### config.mk
export PLATFORM = sky130hd
export DESIGN_NAME = stall_detect_homing_fsm
export DESIGN_NICKNAME = d
export VERILOG_FILES = /design/src/design/sdh_pkg.sv /design/src/design/stall_detect_homing_fsm.sv /design/src/design/sdh_stall_det.sv
export SDC_FILE = /design/constraint.sdc
export NUM_CORES = 1
export LEC_CHECK = 0
export ABC_AREA = 1
export BUFFER_PORTS_ARGS = -buffer_cell sky130_fd_sc_hd__clkbuf_2
export CORE_MARGIN = 2
export CORE_UTILIZATION = 40
export DETAILED_ROUTE_END_ITERATION = 8
export GPL_TIMING_DRIVEN = 0
export PLACE_DENSITY = 0.61
export SYNTH_ARGS = -nofsm -noshare
export SYNTH_HDL_FRONTEND = slang
export SYNTH_SLANG_ARGS = --single-unit
### constraint.sdc
create_clock -name clk_i -period 4.2 [get_ports clk_i]
set_input_delay 0.21 -clock clk_i [delete_from_list [all_inputs] [get_ports clk_i]]
set_output_delay 0.21 -clock clk_i [all_outputs]
set_load 0.02 [all_outputs]
### src/design/sdh_pkg.sv
// Package with the shared types and constants of the stall detect homing block.
package sdh_pkg;

  localparam int unsigned CurW    = 15;
  localparam int unsigned SpdW    = 22;
  localparam int unsigned CurLimW = 14;
  localparam int unsigned SpdLimW = 21;
  localparam int unsigned TsW     = 32;
  localparam int unsigned AngW    = 16;
  localparam int unsigned CfgIdxW = 2;
  localparam int unsigned CfgW    = 32;

  typedef enum logic [1:0] {
    MODE_IDLE   = 2'd0,
    MODE_MOVING = 2'd1,
    MODE_LOCKED = 2'd2
  } mode_e;

  typedef enum logic [CfgIdxW-1:0] {
    REG_CUR_LIMIT = 2'd0,
    REG_SPD_LIMIT = 2'd1,
    REG_DEBOUNCE  = 2'd2,
    REG_TARGET    = 2'd3
  } reg_idx_e;

  localparam logic [CurLimW-1:0]     CurLimitRst = 14'd2000;
  localparam logic [SpdLimW-1:0]     SpdLimitRst = 21'd480;
  localparam logic [TsW-1:0]         DebounceRst = 32'd100000;
  localparam logic signed [AngW-1:0] TargetRst   = -16'sd500;

endpackage

### src/design/stall_detect_homing_fsm.sv
// Top level of the stall detect homing controller with its mode state machine.
//
//   Channel  Signals                                   Direction
//   in       in_valid_i / in_stall_o + tick fields     item in
//   out      out_valid_o / out_stall_i + result fields item out
//   cfg      cfg_we_i, cfg_idx_i, cfg_data_i           register write
//
// Each accepted item's result is written straight into the result register.
// One item is accepted per cycle; the only limit is the result register.
// Reset loads the register defaults and puts the machine in idle.
// A stall on the output side holds the result and stalls the input side
// only while the result register is full.
module stall_detect_homing_fsm #(
  parameter int unsigned TimeBits = 32
) (
  input  logic                                clk_i,
  input  logic                                rst_ni,
  input  logic                                cfg_we_i,
  input  logic [sdh_pkg::CfgIdxW-1:0]         cfg_idx_i,
  input  logic [sdh_pkg::CfgW-1:0]            cfg_data_i,
  input  logic                                in_valid_i,
  output logic                                in_stall_o,
  input  logic [sdh_pkg::TsW-1:0]             timestamp_us_i,
  input  logic                                enable_req_i,
  input  logic signed [sdh_pkg::CurW-1:0]     motor_current_i,
  input  logic signed [sdh_pkg::SpdW-1:0]     motor_speed_i,
  output logic                                out_valid_o,
  input  logic                                out_stall_i,
  output logic                                drive_on_o,
  output logic signed [sdh_pkg::AngW-1:0]     drive_target_o,
  output logic [1:0]                          mode_o,
  output logic                                stall_pending_o
);

  localparam int unsigned CmpW = (TimeBits > sdh_pkg::TsW) ? TimeBits : sdh_pkg::TsW;

  logic [sdh_pkg::CurLimW-1:0]     cur_limit_q;
  logic [sdh_pkg::SpdLimW-1:0]     spd_limit_q;
  logic [sdh_pkg::TsW-1:0]         debounce_q;
  logic signed [sdh_pkg::AngW-1:0] target_q;

  sdh_pkg::mode_e      mode_q, mode_d;
  logic                timing_q, timing_d;
  logic [TimeBits-1:0] start_q, start_d;

  logic                            out_valid_q;
  logic                            drive_on_q, drive_on_d;
  logic signed [sdh_pkg::AngW-1:0] drive_target_q, drive_target_d;
  logic [1:0]                      mode_out_q;
  logic                            pending_q;

  logic                in_accept;
  logic                stalled;
  logic [CmpW-1:0]     ts_ext;
  logic [TimeBits-1:0] now;
  logic [TimeBits-1:0] elapsed;
  logic                expired;

  always_ff @(posedge clk_i or negedge rst_ni) begin
    if (!rst_ni) begin
      cur_limit_q <= sdh_pkg::CurLimitRst;
      spd_limit_q <= sdh_pkg::SpdLimitRst;
      debounce_q  <= sdh_pkg::DebounceRst;
      target_q    <= sdh_pkg::TargetRst;
    end else if (cfg_we_i) begin
      case (sdh_pkg::reg_idx_e'(cfg_idx_i))
        sdh_pkg::REG_CUR_LIMIT: cur_limit_q <= cfg_data_i[sdh_pkg::CurLimW-1:0];
        sdh_pkg::REG_SPD_LIMIT: spd_limit_q <= cfg_data_i[sdh_pkg::SpdLimW-1:0];
        sdh_pkg::REG_DEBOUNCE:  debounce_q  <= cfg_data_i[sdh_pkg::TsW-1:0];
        sdh_pkg::REG_TARGET:    target_q    <= cfg_data_i[sdh_pkg::AngW-1:0];
        default: ;
      endcase
    end
  end

  assign in_stall_o = out_valid_q && out_stall_i;
  assign in_accept  = in_valid_i && !in_stall_o;

  sdh_stall_det u_stall_det (
    .cur_i       (motor_current_i),
    .spd_i       (motor_speed_i),
    .cur_limit_i (cur_limit_q),
    .spd_limit_i (spd_limit_q),
    .stalled_o   (stalled)
  );

  assign ts_ext  = CmpW'(timestamp_us_i);
  assign now     = ts_ext[TimeBits-1:0];
  assign elapsed = now - start_q;
  assign expired = CmpW'(elapsed) >= CmpW'(debounce_q);

  always_comb begin
    mode_d   = mode_q;
    timing_d = timing_q;
    start_d  = start_q;
    case (mode_q)
      sdh_pkg::MODE_IDLE: begin
        timing_d = 1'b0;
        if (enable_req_i) begin
          mode_d = sdh_pkg::MODE_MOVING;
        end
      end
      sdh_pkg::MODE_MOVING: begin
        if (!enable_req_i) begin
          mode_d   = sdh_pkg::MODE_IDLE;
          timing_d = 1'b0;
        end else if (stalled) begin
          if (!timing_q) begin
            timing_d = 1'b1;
            start_d  = now;
          end else if (expired) begin
            mode_d   = sdh_pkg::MODE_LOCKED;
            timing_d = 1'b0;
          end
        end else begin
          timing_d = 1'b0;
        end
      end
      sdh_pkg::MODE_LOCKED: begin
        if (!enable_req_i) begin
          mode_d = sdh_pkg::MODE_IDLE;
        end
      end
      default: begin
        mode_d   = sdh_pkg::MODE_IDLE;
        timing_d = 1'b0;
      end
    endcase
  end

  always_comb begin
    drive_on_d     = (mode_d == sdh_pkg::MODE_MOVING);
    drive_target_d = drive_on_d ? target_q : '0;
  end

  always_ff @(posedge clk_i or negedge rst_ni) begin
    if (!rst_ni) begin
      mode_q   <= sdh_pkg::MODE_IDLE;
      timing_q <= 1'b0;
      start_q  <= '0;
    end else if (in_accept) begin
      mode_q   <= mode_d;
      timing_q <= timing_d;
      start_q  <= start_d;
    end
  end

  always_ff @(posedge clk_i or negedge rst_ni) begin
    if (!rst_ni) begin
      out_valid_q <= 1'b0;
    end else if (in_accept) begin
      out_valid_q <= 1'b1;
    end else if (!out_stall_i) begin
      out_valid_q <= 1'b0;
    end
  end

  always_ff @(posedge clk_i) begin
    if (in_accept) begin
      drive_on_q     <= drive_on_d;
      drive_target_q <= drive_target_d;
      mode_out_q     <= mode_d;
      pending_q      <= timing_d;
    end
  end

  assign out_valid_o     = out_valid_q;
  assign drive_on_o      = drive_on_q;
  assign drive_target_o  = drive_target_q;
  assign mode_o          = mode_out_q;
  assign stall_pending_o = pending_q;

  a_timing_only_moving: assert property (@(posedge clk_i) disable iff (!rst_ni)
    timing_q |-> (mode_q == sdh_pkg::MODE_MOVING))
    else $error("Stall timer runs outside the moving mode.");

  a_drop_enable_idle: assert property (@(posedge clk_i) disable iff (!rst_ni)
    (in_accept && !enable_req_i) |=> (mode_q == sdh_pkg::MODE_IDLE))
    else $error("Dropping enable did not return to idle.");

  a_drive_matches_mode: assert property (@(posedge clk_i) disable iff (!rst_ni)
    out_valid_q |-> (drive_on_q == (mode_out_q == sdh_pkg::MODE_MOVING)))
    else $error("Drive flag disagrees with the reported mode.");

  a_empty_never_stalls: assert property (@(posedge clk_i) disable iff (!rst_ni)
    !out_valid_q |-> !in_stall_o)
    else $error("Input stalled while the result register is empty.");

  a_result_state_match: assert property (@(posedge clk_i) disable iff (!rst_ni)
    in_accept |=> (mode_out_q == mode_q) && (pending_q == timing_q))
    else $error("Result register disagrees with the state after the item.");

endmodule

### src/design/sdh_stall_det.sv
// Stall condition check: high absolute current with low absolute speed.
module sdh_stall_det (
  input  logic signed [sdh_pkg::CurW-1:0]    cur_i,
  input  logic signed [sdh_pkg::SpdW-1:0]    spd_i,
  input  logic        [sdh_pkg::CurLimW-1:0] cur_limit_i,
  input  logic        [sdh_pkg::SpdLimW-1:0] spd_limit_i,
  output logic                               stalled_o
);

  logic [sdh_pkg::CurW-1:0] cur_abs;
  logic [sdh_pkg::SpdW-1:0] spd_abs;

  assign cur_abs = cur_i[sdh_pkg::CurW-1] ? sdh_pkg::CurW'(-cur_i) : sdh_pkg::CurW'(cur_i);
  assign spd_abs = spd_i[sdh_pkg::SpdW-1] ? sdh_pkg::SpdW'(-spd_i) : sdh_pkg::SpdW'(spd_i);

  assign stalled_o = (cur_abs > sdh_pkg::CurW'(cur_limit_i)) &&
                     (spd_abs < sdh_pkg::SpdW'(spd_limit_i));

endmodule
## Word-level counts from Yosys, hierarchy flattened

Index checks and enable logic that the tools add are counted.

| operators by class | value |
|---|---|
| $add $sub $neg | 3 |
| $lt $le $gt $ge | 3 |
| equality and inequality tests | 7 |
| multiplexer cells | 16 |
| bitwise logic cells | 1 |
| reductions and logical operators | 11 |

Operators with widths:

| operator | number |
|---|---|
| 32-bit >= comparator | 1 |
| 32-bit subtractor | 1 |
| 22-bit by 21-bit less-than comparator with 1-bit output | 1 |
| 22-bit 2-to-1 mux | 1 |
| 22-bit negator | 1 |
| 15-bit by 14-bit > comparator with 1-bit output | 1 |
| 15-bit 2-to-1 mux | 1 |
| 15-bit negator | 1 |
| 2-bit 2-to-1 mux | 6 |
| 2-bit AND reduction | 4 |
| 2-bit by 1-bit == test with 1-bit output, second input constant | 3 |
| 2-bit == test, second input constant | 3 |
| 1-bit 2-to-1 mux | 6 |
| 2-bit one-hot mux with 3 select lines | 1 |
| 5-bit AND reduction | 1 |
| 2-bit zero test | 2 |
| 1-bit logical AND | 3 |
| 2-bit by 1-bit inequality test with 1-bit output, second input constant | 1 |
| 1-bit one-hot mux with 2 select lines | 1 |
| 1-bit zero test | 1 |
| 1-bit inverter | 1 |

| storage, ports and cells | value |
|---|---|
| bits in registers | 139 |
| logic and storage cells | 53 |

## Logic depth before layout (Yosys ltp)

Gate-level depths: netlist (run 1).

| depth | value |
|---|---|
| depth after elaboration | 8 |
| depth in mapped cells | 31 |
| gate-level depth less buffers | 30 |

## Modules after synthesis

From an unflattened synthesis (run 1), not the netlist that was laid out.

| second synthesis, totals | value |
|---|---|
| cells, all modules | 1269 |
| area, all modules | 9808.2 um^2 |

Modules (own cells, without submodules):

| module | times used | cells an instance | area each (um^2) | sequential area each (um^2) |
|---|---|---|---|---|
| stall_detect_homing_fsm | 1 | 939 | 7876.3 | 3609.7 |
| sdh_stall_det | 1 | 330 | 1931.9 | 0.0 |

## Worst setup path before layout (run 1)

OpenSTA, ideal clock, no wires.

| path | value |
|---|---|
| path kind | reg2reg |
| from | register start_q[6] |
| to | register drive_target_q (netlist bit drive_target_o[7]), data pin |
| setup time | 0.252 ns |
| data arrival time | 3.460 ns |
| data required time | 3.948 ns |
| path slack | 0.489 ns |
| stages on the path, launching flop included | 32 |
| buffers on the path | 1 |
| path through | dfrtp_1 inv_1 ha_1 a21oi_1 o21ai_1 nand2_1 nand2_1 a21oi_1 o21bai_2 a21oi_1 o21bai_2 nand2_1 inv_1 o21bai_1 nand2_1 ha_1 nand2_1 nor2_1 nand2_1 nor2_1 nand4_1 nand3_1 nand2_1 inv_1 nand2_2 nand2_1 nand2_1 nand2_1 nand2_2 nand3_4 buf_12 nor2_4 |

| between the ends | value |
|---|---|
| word-level cells in the longest chain between the ends | 8 |

Ends and longest elaborated chain:

| item | line | text |
|---|---|---|
| start, declared | stall_detect_homing_fsm.sv:44 | `logic [TimeBits-1:0] start_q, start_d;` |
| start signal, assigned | stall_detect_homing_fsm.sv:144 | `start_q <= start_d;` |
| 32-bit subtractor | stall_detect_homing_fsm.sv:89 | `assign elapsed = now - start_q;` |
| 32-bit >= comparator | stall_detect_homing_fsm.sv:90 | `assign expired = CmpW'(elapsed) >= CmpW'(debounce_q);` |
| 2-bit 2-to-1 mux | stall_detect_homing_fsm.sv:111 | `end else if (expired) begin` |
| 2-bit 2-to-1 mux | stall_detect_homing_fsm.sv:108 | `if (!timing_q) begin` |
| 2-bit 2-to-1 mux | stall_detect_homing_fsm.sv:107 | `end else if (stalled) begin` |
| 2-bit 2-to-1 mux | stall_detect_homing_fsm.sv:104 | `if (!enable_req_i) begin` |
| 2-bit one-hot mux with 3 select lines | stall_detect_homing_fsm.sv:96 | `case (mode_q)` |
| 2-bit by 1-bit == test with 1-bit output | stall_detect_homing_fsm.sv:132 | `drive_on_d = (mode_d == sdh_pkg::MODE_MOVING);` |
| end signal, assigned | stall_detect_homing_fsm.sv:161 | `drive_target_q <= drive_target_d;` |
| end, declared | stall_detect_homing_fsm.sv:48 | `logic signed [sdh_pkg::AngW-1:0] drive_target_q, drive_target_d;` |

No other way between the ends.
A chain may end at the register's enable or synchronous reset.

## Worst setup path after layout (run 1)

| path | value |
|---|---|
| from | register start_q[10] |
| to | register drive_target_q (netlist bit drive_target_o[9]), data pin |

The elaborated chain is that of the path after synthesis.

==> results_dict.tcl, run 1 <==
set metrics [dict create \
    status "finished, final reports clean" \
    async_flop_share 0.856 \
    relSlewSlack 0.606 \
    post-route-min-period_ps 3940 \
    yosysMostFrequentCell "nand2_1" \
    endpoint_kind "register" \
    diodes 0 \
    placed_area_um2 10600 \
    ant_nets 0 \
    synth.top_cell.area_share 0.248 \
    start_kind "register" \
    finalPower_uw 6740 \
    vias 8184 \
    dp_cells 1645 \
    routed_wl_mm 23.6 \
    globalplace.congestion 0.855 \
    slowest_delay_ps 370 \
    grt_max_degree 81 \
    grt_pass1_wl_mm 38.0 \
    period_share 0.938 \
    ys_seq_area_frac 0.380 \
    initial_core_util 0.406 \
    drc 0 \
    antenna_found_initial 0 \
    syn_inst 1195 \
    nets 1574 \
    grt_pass1_vias 7805 \
    cts_root_buffer "clkbuf_16" \
    grt-ovfl-total 0 \
    die_area_um2 25000 \
    stdcell_area_um2 11700 \
    worst_pin_slew_ps 590 \
    maxCapViolations 0 \
    dieHeight_um 158 \
    hpwl_mm 18.3 \
    netlist_area_um2 9500 \
    clock-sinks 139 \
    hold_ws_ps 12.1 \
    synth.distinct_cells 43 \
    pin_count 131 \
    area_growth_pct 23.2 \
    fmax_mhz 254 \
    syn_nets 1408 \
    ys_ff_latch 139 \
    final_cell_count_no_fill 1693 \
    ys_warn_count 0 \
    ys_top_cells_by_count "210 x nand2_1, 197 x inv_1, 121 x a21oi_1" \
    r2r_cells 28 \
    drv_slew 0 \
    clk_pin_slew_ps 60 \
    clk_latency_ps 420 \
    crit_buf_inv 4 \
    portBuffers 129 \
    leakagePower_uw 0.00589 \
    finalSetupViolCount 0 \
    firstDrtPassIters 5 \
    crit_slowest_cell "dfrtp_1" \
    dieWidth_um 158 \
    yosys.area.top_type "dfrtp_1" \
    synth_edf_count 20 \
    coreArea_um2 23400 \
    hp-class "input pin to register" \
    path_depth 28 \
    synth_ff_type "dfrtp_1" \
    cp_max_fo 5 \
    drive_gt1_frac 0.212 \
    gr-usage-all-layers 0.194 \
    synth_area_per_cell_um2 7.95 \
    fin_worst_skew_ps 7.23 \
    powerDensity_nw_per_um2 576 \
    clk_path_buf_depth 2 \
    synth.top_cells.by_area "dfrtp_1 25%, ha_1 14%, nand2_1 8.3%" \
    num_rows 56 \
    required_ps 4380 \
    vdd_ir_drop_max_mv 0.336 \
    cts-buffers-inserted 17 \
    cts_tree "done" \
    final_util 0.500 \
    path_class "register to register" \
    crit_family "simple AND/OR/NAND/NOR gates" \
    wl_per_cell_um 14.0 \
    cts_max_level 4 \
    drt_iter0_drc 411 \
    hold_viol_final 0 \
    hold_depth 3 \
    crit_arrival_ps 4120 \
    routed_via_density 4.83 \
]
-- layout make-up --
cell class | instances | area (um2)
Fill cell | 2342 | 11700
Sequential cell | 139 | 3610
Buffer | 24 | 115
Timing Repair Buffer | 147 | 860
Multi-Input combinational cell | 833 | 5360
Inverter | 199 | 747
Tap cell | 319 | 399
Clock inverter | 10 | 129
Clock buffer | 22 | 487
-- flip-flops by register name (all words and copies together), names as in the netlist --
register and flops:
target_q 16, stall_pending_o 1, spd_limit_q 21, cur_limit_q 14, debounce_q 32, mode_q 2
drive_target_o 16, timing_q 1, out_valid_o 1, drive_on_o 1, mode_o 2, start_q 32
-- metrics by stage --
stage               TNS [ps]  worst slack, ps
finish                     0              262
global route            -328            -45.8
CTS                        0            0.707
detailed placement     -3260             -261
global placement       -3240             -263
floorplan                  0              489
-- tightest hold or removal path: cells and delay by family --
family / cells / cell delay (ps)
buf+inv: 2 / 130
simple gates: 1 / 60
-- where the power goes --
part | internal (uW) | total (uW) | leakage [uW] | switching [uW]
combinational | 1400 | 3350 | 0.00405 | 1950
sequential | 1700 | 1820 | 0.00154 | 122
clock | 956 | 1570 | 0.000296 | 615
-- cells by family after synthesis --
logic type	Yosys count	share of synthesized area
simple gates	401	0.185
compound gates	267	0.150
buf+inv	223	0.0908
flops	139	0.380
fa+ha+maj	104	0.138
xor+xnor	60	0.0553
mux	1	0.00119
-- worst paths after layout --
check                                     from           endpoint  slack [ps]
worst max-delay path               start_q[10]  drive_target_o[9]         260
worst min-delay path                in_valid_i        out_valid_o          10
worst max register to register     start_q[10]  drive_target_o[9]         260
worst min register to register  cur_limit_q[2]     cur_limit_q[2]         480
max in group asynchronous               rst_ni     cur_limit_q[6]        3160
min in group asynchronous               rst_ni        start_q[28]         270
-- cells in the final DEF, fill, tap and decap left out, drive strengths merged, types with 3 or more instances in the layout --
cell type	Yosys	layout
nand2	214	214
inv	199	202
clkbuf	16	168
nor2	125	125
a21oi	121	121
o21ai	114	114
ha	103	103
dfrtp	94	94
xor2	40	40
nand3	30	30
dfstp	25	25
buf	8	23
xnor2	20	20
edfxtp	20	20
nand4	14	14
nor3	9	9
o211ai	7	7
o21a	5	5
o21bai	5	5
o31ai	4	4
clkinv	0	4
nor4	4	4
a31oi	4	4
a21o	3	3
-- timing repair --
| action | in CTS | in global routing |
|---|---|---|
| cloned | 0 | 1 |
| pin swaps | 4 | 22 |
| setup buffers | 4 | 9 |
| hold endpoints to repair | 30 | 0 |
| hold buffers | 2 | 0 |
| resized for setup | 11 | 64 |
| endpoints found under the setup margin | 17 | 22 |
-- layer usage --
metal  GRT usage  share of wire  up-vias
li1            -              -     4226
met1       0.262           0.48     3798
met2       0.322           0.47      137
met3      0.0353          0.039       23
met4      0.0446          0.012        0
met5           0              0        -
No activity file was read; power rests on OpenSTA's default activity.
==> inputs of run 2 (changes only) <==
clock period = 3.47 ns   (was 4.2 ns; I/O delays follow)
==> results_dict.tcl, run 2 (synthesis gave the netlist of run 1 again) <==
set metrics [dict create \
    status "finished, violations left" \
    violations "setup timing" \
    r2r_cells 28 \
    hold_depth 3 \
    relSlewSlack 0.627 \
    diodes 0 \
    seqCellArea_um2 3610 \
    grt_pass1_wl_mm 37.9 \
    met1_usage 0.273 \
    hold_start "cfg_data_i[25]" \
    rsz0062_at_grt "yes" \
    maxCapViolations 0 \
    cts_max_level 4 \
    pin_count 131 \
    die_area_um2 25000 \
    hp-class "input pin to register" \
    area_growth_pct 27.8 \
    min_to "debounce_q[25]" \
    drv_slew 0 \
    dieHeight_um 158 \
    r2r_start "start_q[3]" \
    grt_use_met2 0.310 \
    grt_max_degree 86 \
    firstDrtPassIters 5 \
    stdcell_area_um2 12100 \
    r2r_end "drive_target_o[4]" \
    ant_nets 0 \
    cts-buffers-inserted 17 \
    fmax_mhz 258 \
    routed_via_density 4.86 \
    fillers 2272 \
    dp_cells 1645 \
    start_kind "register" \
    placed_area_um2 10700 \
    grt_use_met3 0.0320 \
    drc 0 \
    required_ps 3760 \
    largestRegisters "debounce_q (32), start_q (32), spd_limit_q (21)" \
    reg2reg_setup_slack_ps -400 \
    path_class "register to register" \
    hold_viol_final 0 \
    final_cell_count_no_fill 1710 \
    hpwl_mm 18.0 \
    slowest_delay_ps 360 \
    initial_core_util 0.406 \
    crit_arrival_ps 4160 \
    dieWidth_um 158 \
    multi_input_area_um2 5630 \
    grt-ovfl-total 0 \
    finalSetupViolCount 21 \
    post-route-min-period_ps 3870 \
    final.setup.worst_slack_ps -399 \
    routed_wl_mm 23.9 \
    clk_pin_slew_ps 70 \
    cts_tree "done" \
    fin_worst_skew_ps 14.5 \
    portBuffers 129 \
    wl_per_cell_um 14.0 \
    powerDensity_nw_per_um2 697 \
    crit_slowest_cell "dfrtp_1" \
    grt_pass1_vias 7767 \
    nets 1591 \
    gr-usage-all-layers 0.191 \
    vias 8303 \
    path_common_cell "nand2_1" \
    mostFrequentLayoutCell "nand2_1" \
    cts_root_buffer "clkbuf_16" \
    finalPower_uw 8460 \
    dp_slack_ps -785 \
    coreArea_um2 23400 \
    globalplace.congestion 0.872 \
    clk_path_buf_depth 2 \
    drt_iter0_drc 480 \
    clk_latency_ps 430 \
    clock-sinks 139 \
    drive_gt1_frac 0.245 \
    antenna_found_initial 0 \
    leakagePower_uw 0.00600 \
    cp_max_fo 7 \
    period_share 1.11 \
    worst_pin_slew_ps 560 \
    endpoint_kind "register" \
    top_usage_layer "met2" \
    mostFrequentLayoutCells "195 x nand2_1, 188 x inv_1, 128 x clkbuf_2" \
    vdd_ir_drop_max_mv 0.393 \
    num_rows 56 \
]
## run 2: per-stage QoR
step,TNS [ps],hold slack [ps],util
final,-6830,17.4,0.519
after floorplan,-206,-122,-
after global routing,-12010,16.8,0.519
after CTS,-8660,4.37,0.502
after detailed placement,-28440,112,0.458
after global placement,-28640,382,0.456
## run 2: layout make-up
cell class                      count  share of cell area
Buffer                             24              0.0109
Clock buffer                       17              0.0350
Clock inverter                     15              0.0156
Inverter                          199              0.0615
Multi-Input combinational cell    834               0.464
Sequential cell                   139               0.297
Tap cell                          319              0.0329
Timing Repair Buffer              163              0.0830
## run 2: critical path, delay by kind of cell, from the launching register on
family / cells / cell delay (ps)
XOR/XNOR: 1 / 140
flip-flops: 1 / 360
adder cells (fa/ha/maj): 2 / 550
buffers and inverters: 3 / 270
AO/OA/AOI/OAI: 7 / 1050
AND/OR/NAND/NOR: 15 / 1370
## run 2: worst max path at each step
| stage | startpoint | to | slack [ps] |
|---|---|---|---|
| 3_5_place_dp | timestamp_us_i[0] | drive_target_o[10] | -780 |
| 5_1_grt | start_q[3] | drive_target_o[2] | -640 |
| 2_1_floorplan | start_q[6] | drive_target_o[7] | -20 |
| 6_report | start_q[3] | drive_target_o[4] | -400 |
| 3_3_place_gp | timestamp_us_i[0] | drive_target_o[12] | -790 |
| 4_1_cts | start_q[10] | drive_target_o[4] | -480 |
## run 2: timing repair
item	CTS	global route
hold buffers	9	1
pin swaps	25	31
setup endpoints to repair	34	55
hold endpoints to repair	41	1
buffers inserted	11	9
gates resized for setup	45	67
gates cloned	1	2
## run 2: per-layer routing
| layer | up-vias | part of all wire |
|---|---|---|
| li1 | 4272 | - |
| met4 | 0 | 0.0059 |
| met5 | - | 0 |
| met1 | 3870 | 0.49 |
| met2 | 151 | 0.46 |
| met3 | 10 | 0.040 |
## run 2: where the power goes
part	switching (uW)	total [uW]	internal, uW	leakage, uW
Combinational	2510	4390	1880	0.00416
Sequential	147	2200	2050	0.00154
Clock	883	1870	984	0.000299
Total	3540	8460	4920	0.00600
==> inputs of run 3 (changes only) <==
--- a/config.mk
+++ b/config.mk
@@ -11,2 +11,3 @@
 export CORE_UTILIZATION = 40
+export CTS_BUF_LIST = sky130_fd_sc_hd__clkbuf_8
 export DETAILED_ROUTE_END_ITERATION = 8
--- a/constraint.sdc
+++ b/constraint.sdc
@@ -3,2 +3,2 @@
 set_output_delay 0.1735 -clock clk_i [all_outputs]
-set_load 0.02 [all_outputs]
+set_load 0.005 [all_outputs]
==> results_dict.tcl, run 3 (synthesis gave the netlist of run 1 again) <==
set metrics [dict create \
    status "finished, violations left" \
    violations "setup timing" \
    cp_max_fo 7 \
    crit_family "simple AND/OR/NAND/NOR gates" \
    globalplace.congestion 0.872 \
    hold_ws_ps 17.8 \
    grt_pass1_vias 7863 \
    cts_max_level 4 \
    p_sw_frac 0.434 \
    portBuffers 129 \
    p_sw_uw 3420 \
    mostFrequentLayoutCells "194 x nand2_1, 191 x inv_1, 128 x clkbuf_2" \
    post-route-min-period_ps 3900 \
    routed_via_density 4.85 \
    path_common_cell "nand2_1" \
    seqPwrFrac 0.279 \
    dieHeight_um 158 \
    relSlewSlack 0.626 \
    rsz0062_at_grt "yes" \
    path_class "register to register" \
    drv_slew 0 \
    placed_area_um2 10700 \
    routed_wl_mm 24.0 \
    crit_arrival_ps 4130 \
    cts_tree "done" \
    crit_slowest_cell "dfrtp_1" \
    grt_max_degree 86 \
    vdd_ir_drop_max_mv 0.372 \
    ant_nets 0 \
    endpoint_kind "register" \
    mostFrequentLayoutCell "nand2_1" \
    finalSetupViolCount 22 \
    start_kind "register" \
    firstDrtPassIters 5 \
    dieWidth_um 158 \
    wl_per_cell_um 13.8 \
    hpwl_mm 18.0 \
    fmax_mhz 256 \
    hp-class "input pin to register" \
    cts_root_buffer "clkbuf_8" \
    pin_count 131 \
    final.setup.worst_slack_ps -433 \
    combPwrFrac 0.545 \
    gr-usage-all-layers 0.195 \
    vias 8441 \
    cts-buffers-inserted 17 \
    antenna_found_initial 0 \
    clk_pin_slew_ps 100 \
    clock-sinks 139 \
    crit_buf_inv 4 \
    drive_gt1_frac 0.232 \
    leakagePower_uw 0.00603 \
    worst_pin_slew_ps 561 \
    area_growth_pct 28.3 \
    powerDensity_nw_per_um2 647 \
    drc 0 \
    grt-ovfl-total 0 \
    nets 1623 \
    slowest_delay_ps 380 \
    num_rows 56 \
    diodes 0 \
    hold_viol_final 0 \
    clkPwrFrac 0.176 \
    coreArea_um2 23400 \
    required_ps 3700 \
    largestRegisters "debounce_q (32), start_q (32), spd_limit_q (21)" \
    stdcell_area_um2 12200 \
    die_area_um2 25000 \
    period_share 1.12 \
    clk_path_buf_depth 2 \
    finalPower_uw 7890 \
    maxCapViolations 0 \
    initial_core_util 0.406 \
    drt_iter0_drc 411 \
    reg2reg_setup_slack_ps -430 \
    grt_pass1_wl_mm 38.4 \
    fin_worst_skew_ps 16.7 \
    clk_latency_ps 460 \
    p_int_uw 4470 \
]
-- run 3: changes by cell type in the layout (fill, tap and decap cells not counted), sizes merged --
| cell | change |
|---|---|
| clkbuf | -1 |
| dlygate4sd3 | +35 |
| buf | -2 |
-- run 3: worst reg2reg max path: cells and delay by family, from the launching register on --
kind,cells,cell delay [ps]
AOI/OAI and AO/OA,6,870
xor gates and xnor gates,1,140
adders and majority gates,2,540
DFF,1,380
and+or+nand+nor,16,1320
buffers and inverters,4,440
-- run 3: through the flow --
step / worst slack (ps) / util / setup TNS, ps / cells
3_3_place_gp: -788 / 0.456 / -28640 / 1643
4_1_cts: -475 / 0.508 / -8600 / 1733
6_report: -433 / 0.521 / -7650 / 1742
2_1_floorplan: -20.6 / - / -206 / 1195
3_5_place_dp: -785 / 0.458 / -28440 / 1645
5_1_grt: -717 / 0.521 / -13860 / 1742
-- run 3: per-layer routing --
metal / global-route usage / vias to the layer above / share of wire
li1: - / 4326 / -
met1: 0.275 / 3939 / 0.49
met2: 0.316 / 158 / 0.46
met3: 0.0290 / 18 / 0.038
met4: 0.0416 / 0 / 0.0096
met5: 0 / - / 0
-- run 3: final cells by class --
class / count / area [um2]
Clock inverter: 15 / 189
Sequential cell: 139 / 3610
Multi-Input combinational cell: 834 / 5570
Timing Repair Buffer: 195 / 1310
Fill cell: 2274 / 11200
Tap cell: 319 / 399
Clock buffer: 17 / 234
Buffer: 24 / 130
Inverter: 199 / 747
-- run 3: timing repair --
| item | in CTS | in global routing |
|---|---|---|
| setup endpoints to repair | 23 | 55 |
| hold buffers | 45 | 0 |
| buffers inserted | 10 | 8 |
| gates resized for setup | 40 | 57 |
| pin swaps | 24 | 24 |
| gates cloned | 1 | 1 |
| endpoints found under the hold margin | 77 | 0 |
-- run 3: path summary, 6_finish.rpt --
path | endpoint | startpoint | depth (start not counted)
worst min register to register | debounce_q[16] | debounce_q[16] | 2
worst min-delay path | start_q[19] | timestamp_us_i[19] | 3
min in group asynchronous | start_q[5] | rst_ni | 2
worst max register to register | drive_target_o[2] | start_q[6] | 29
worst max-delay path | drive_target_o[2] | start_q[6] | 29
max in group asynchronous | spd_limit_q[7] | rst_ni | 3
-- run 3: power by group through the flow --
stage          sequential (uW)  combinational, uW  clock (uW)
6_report                  2200               4300        1390
4_1_cts                   2200               3970        1420
2_1_floorplan             2190               2760           0
5_1_grt                   2240               4840        1480
3_3_place_gp              2220               3520           0
3_5_place_dp              2230               3600           0
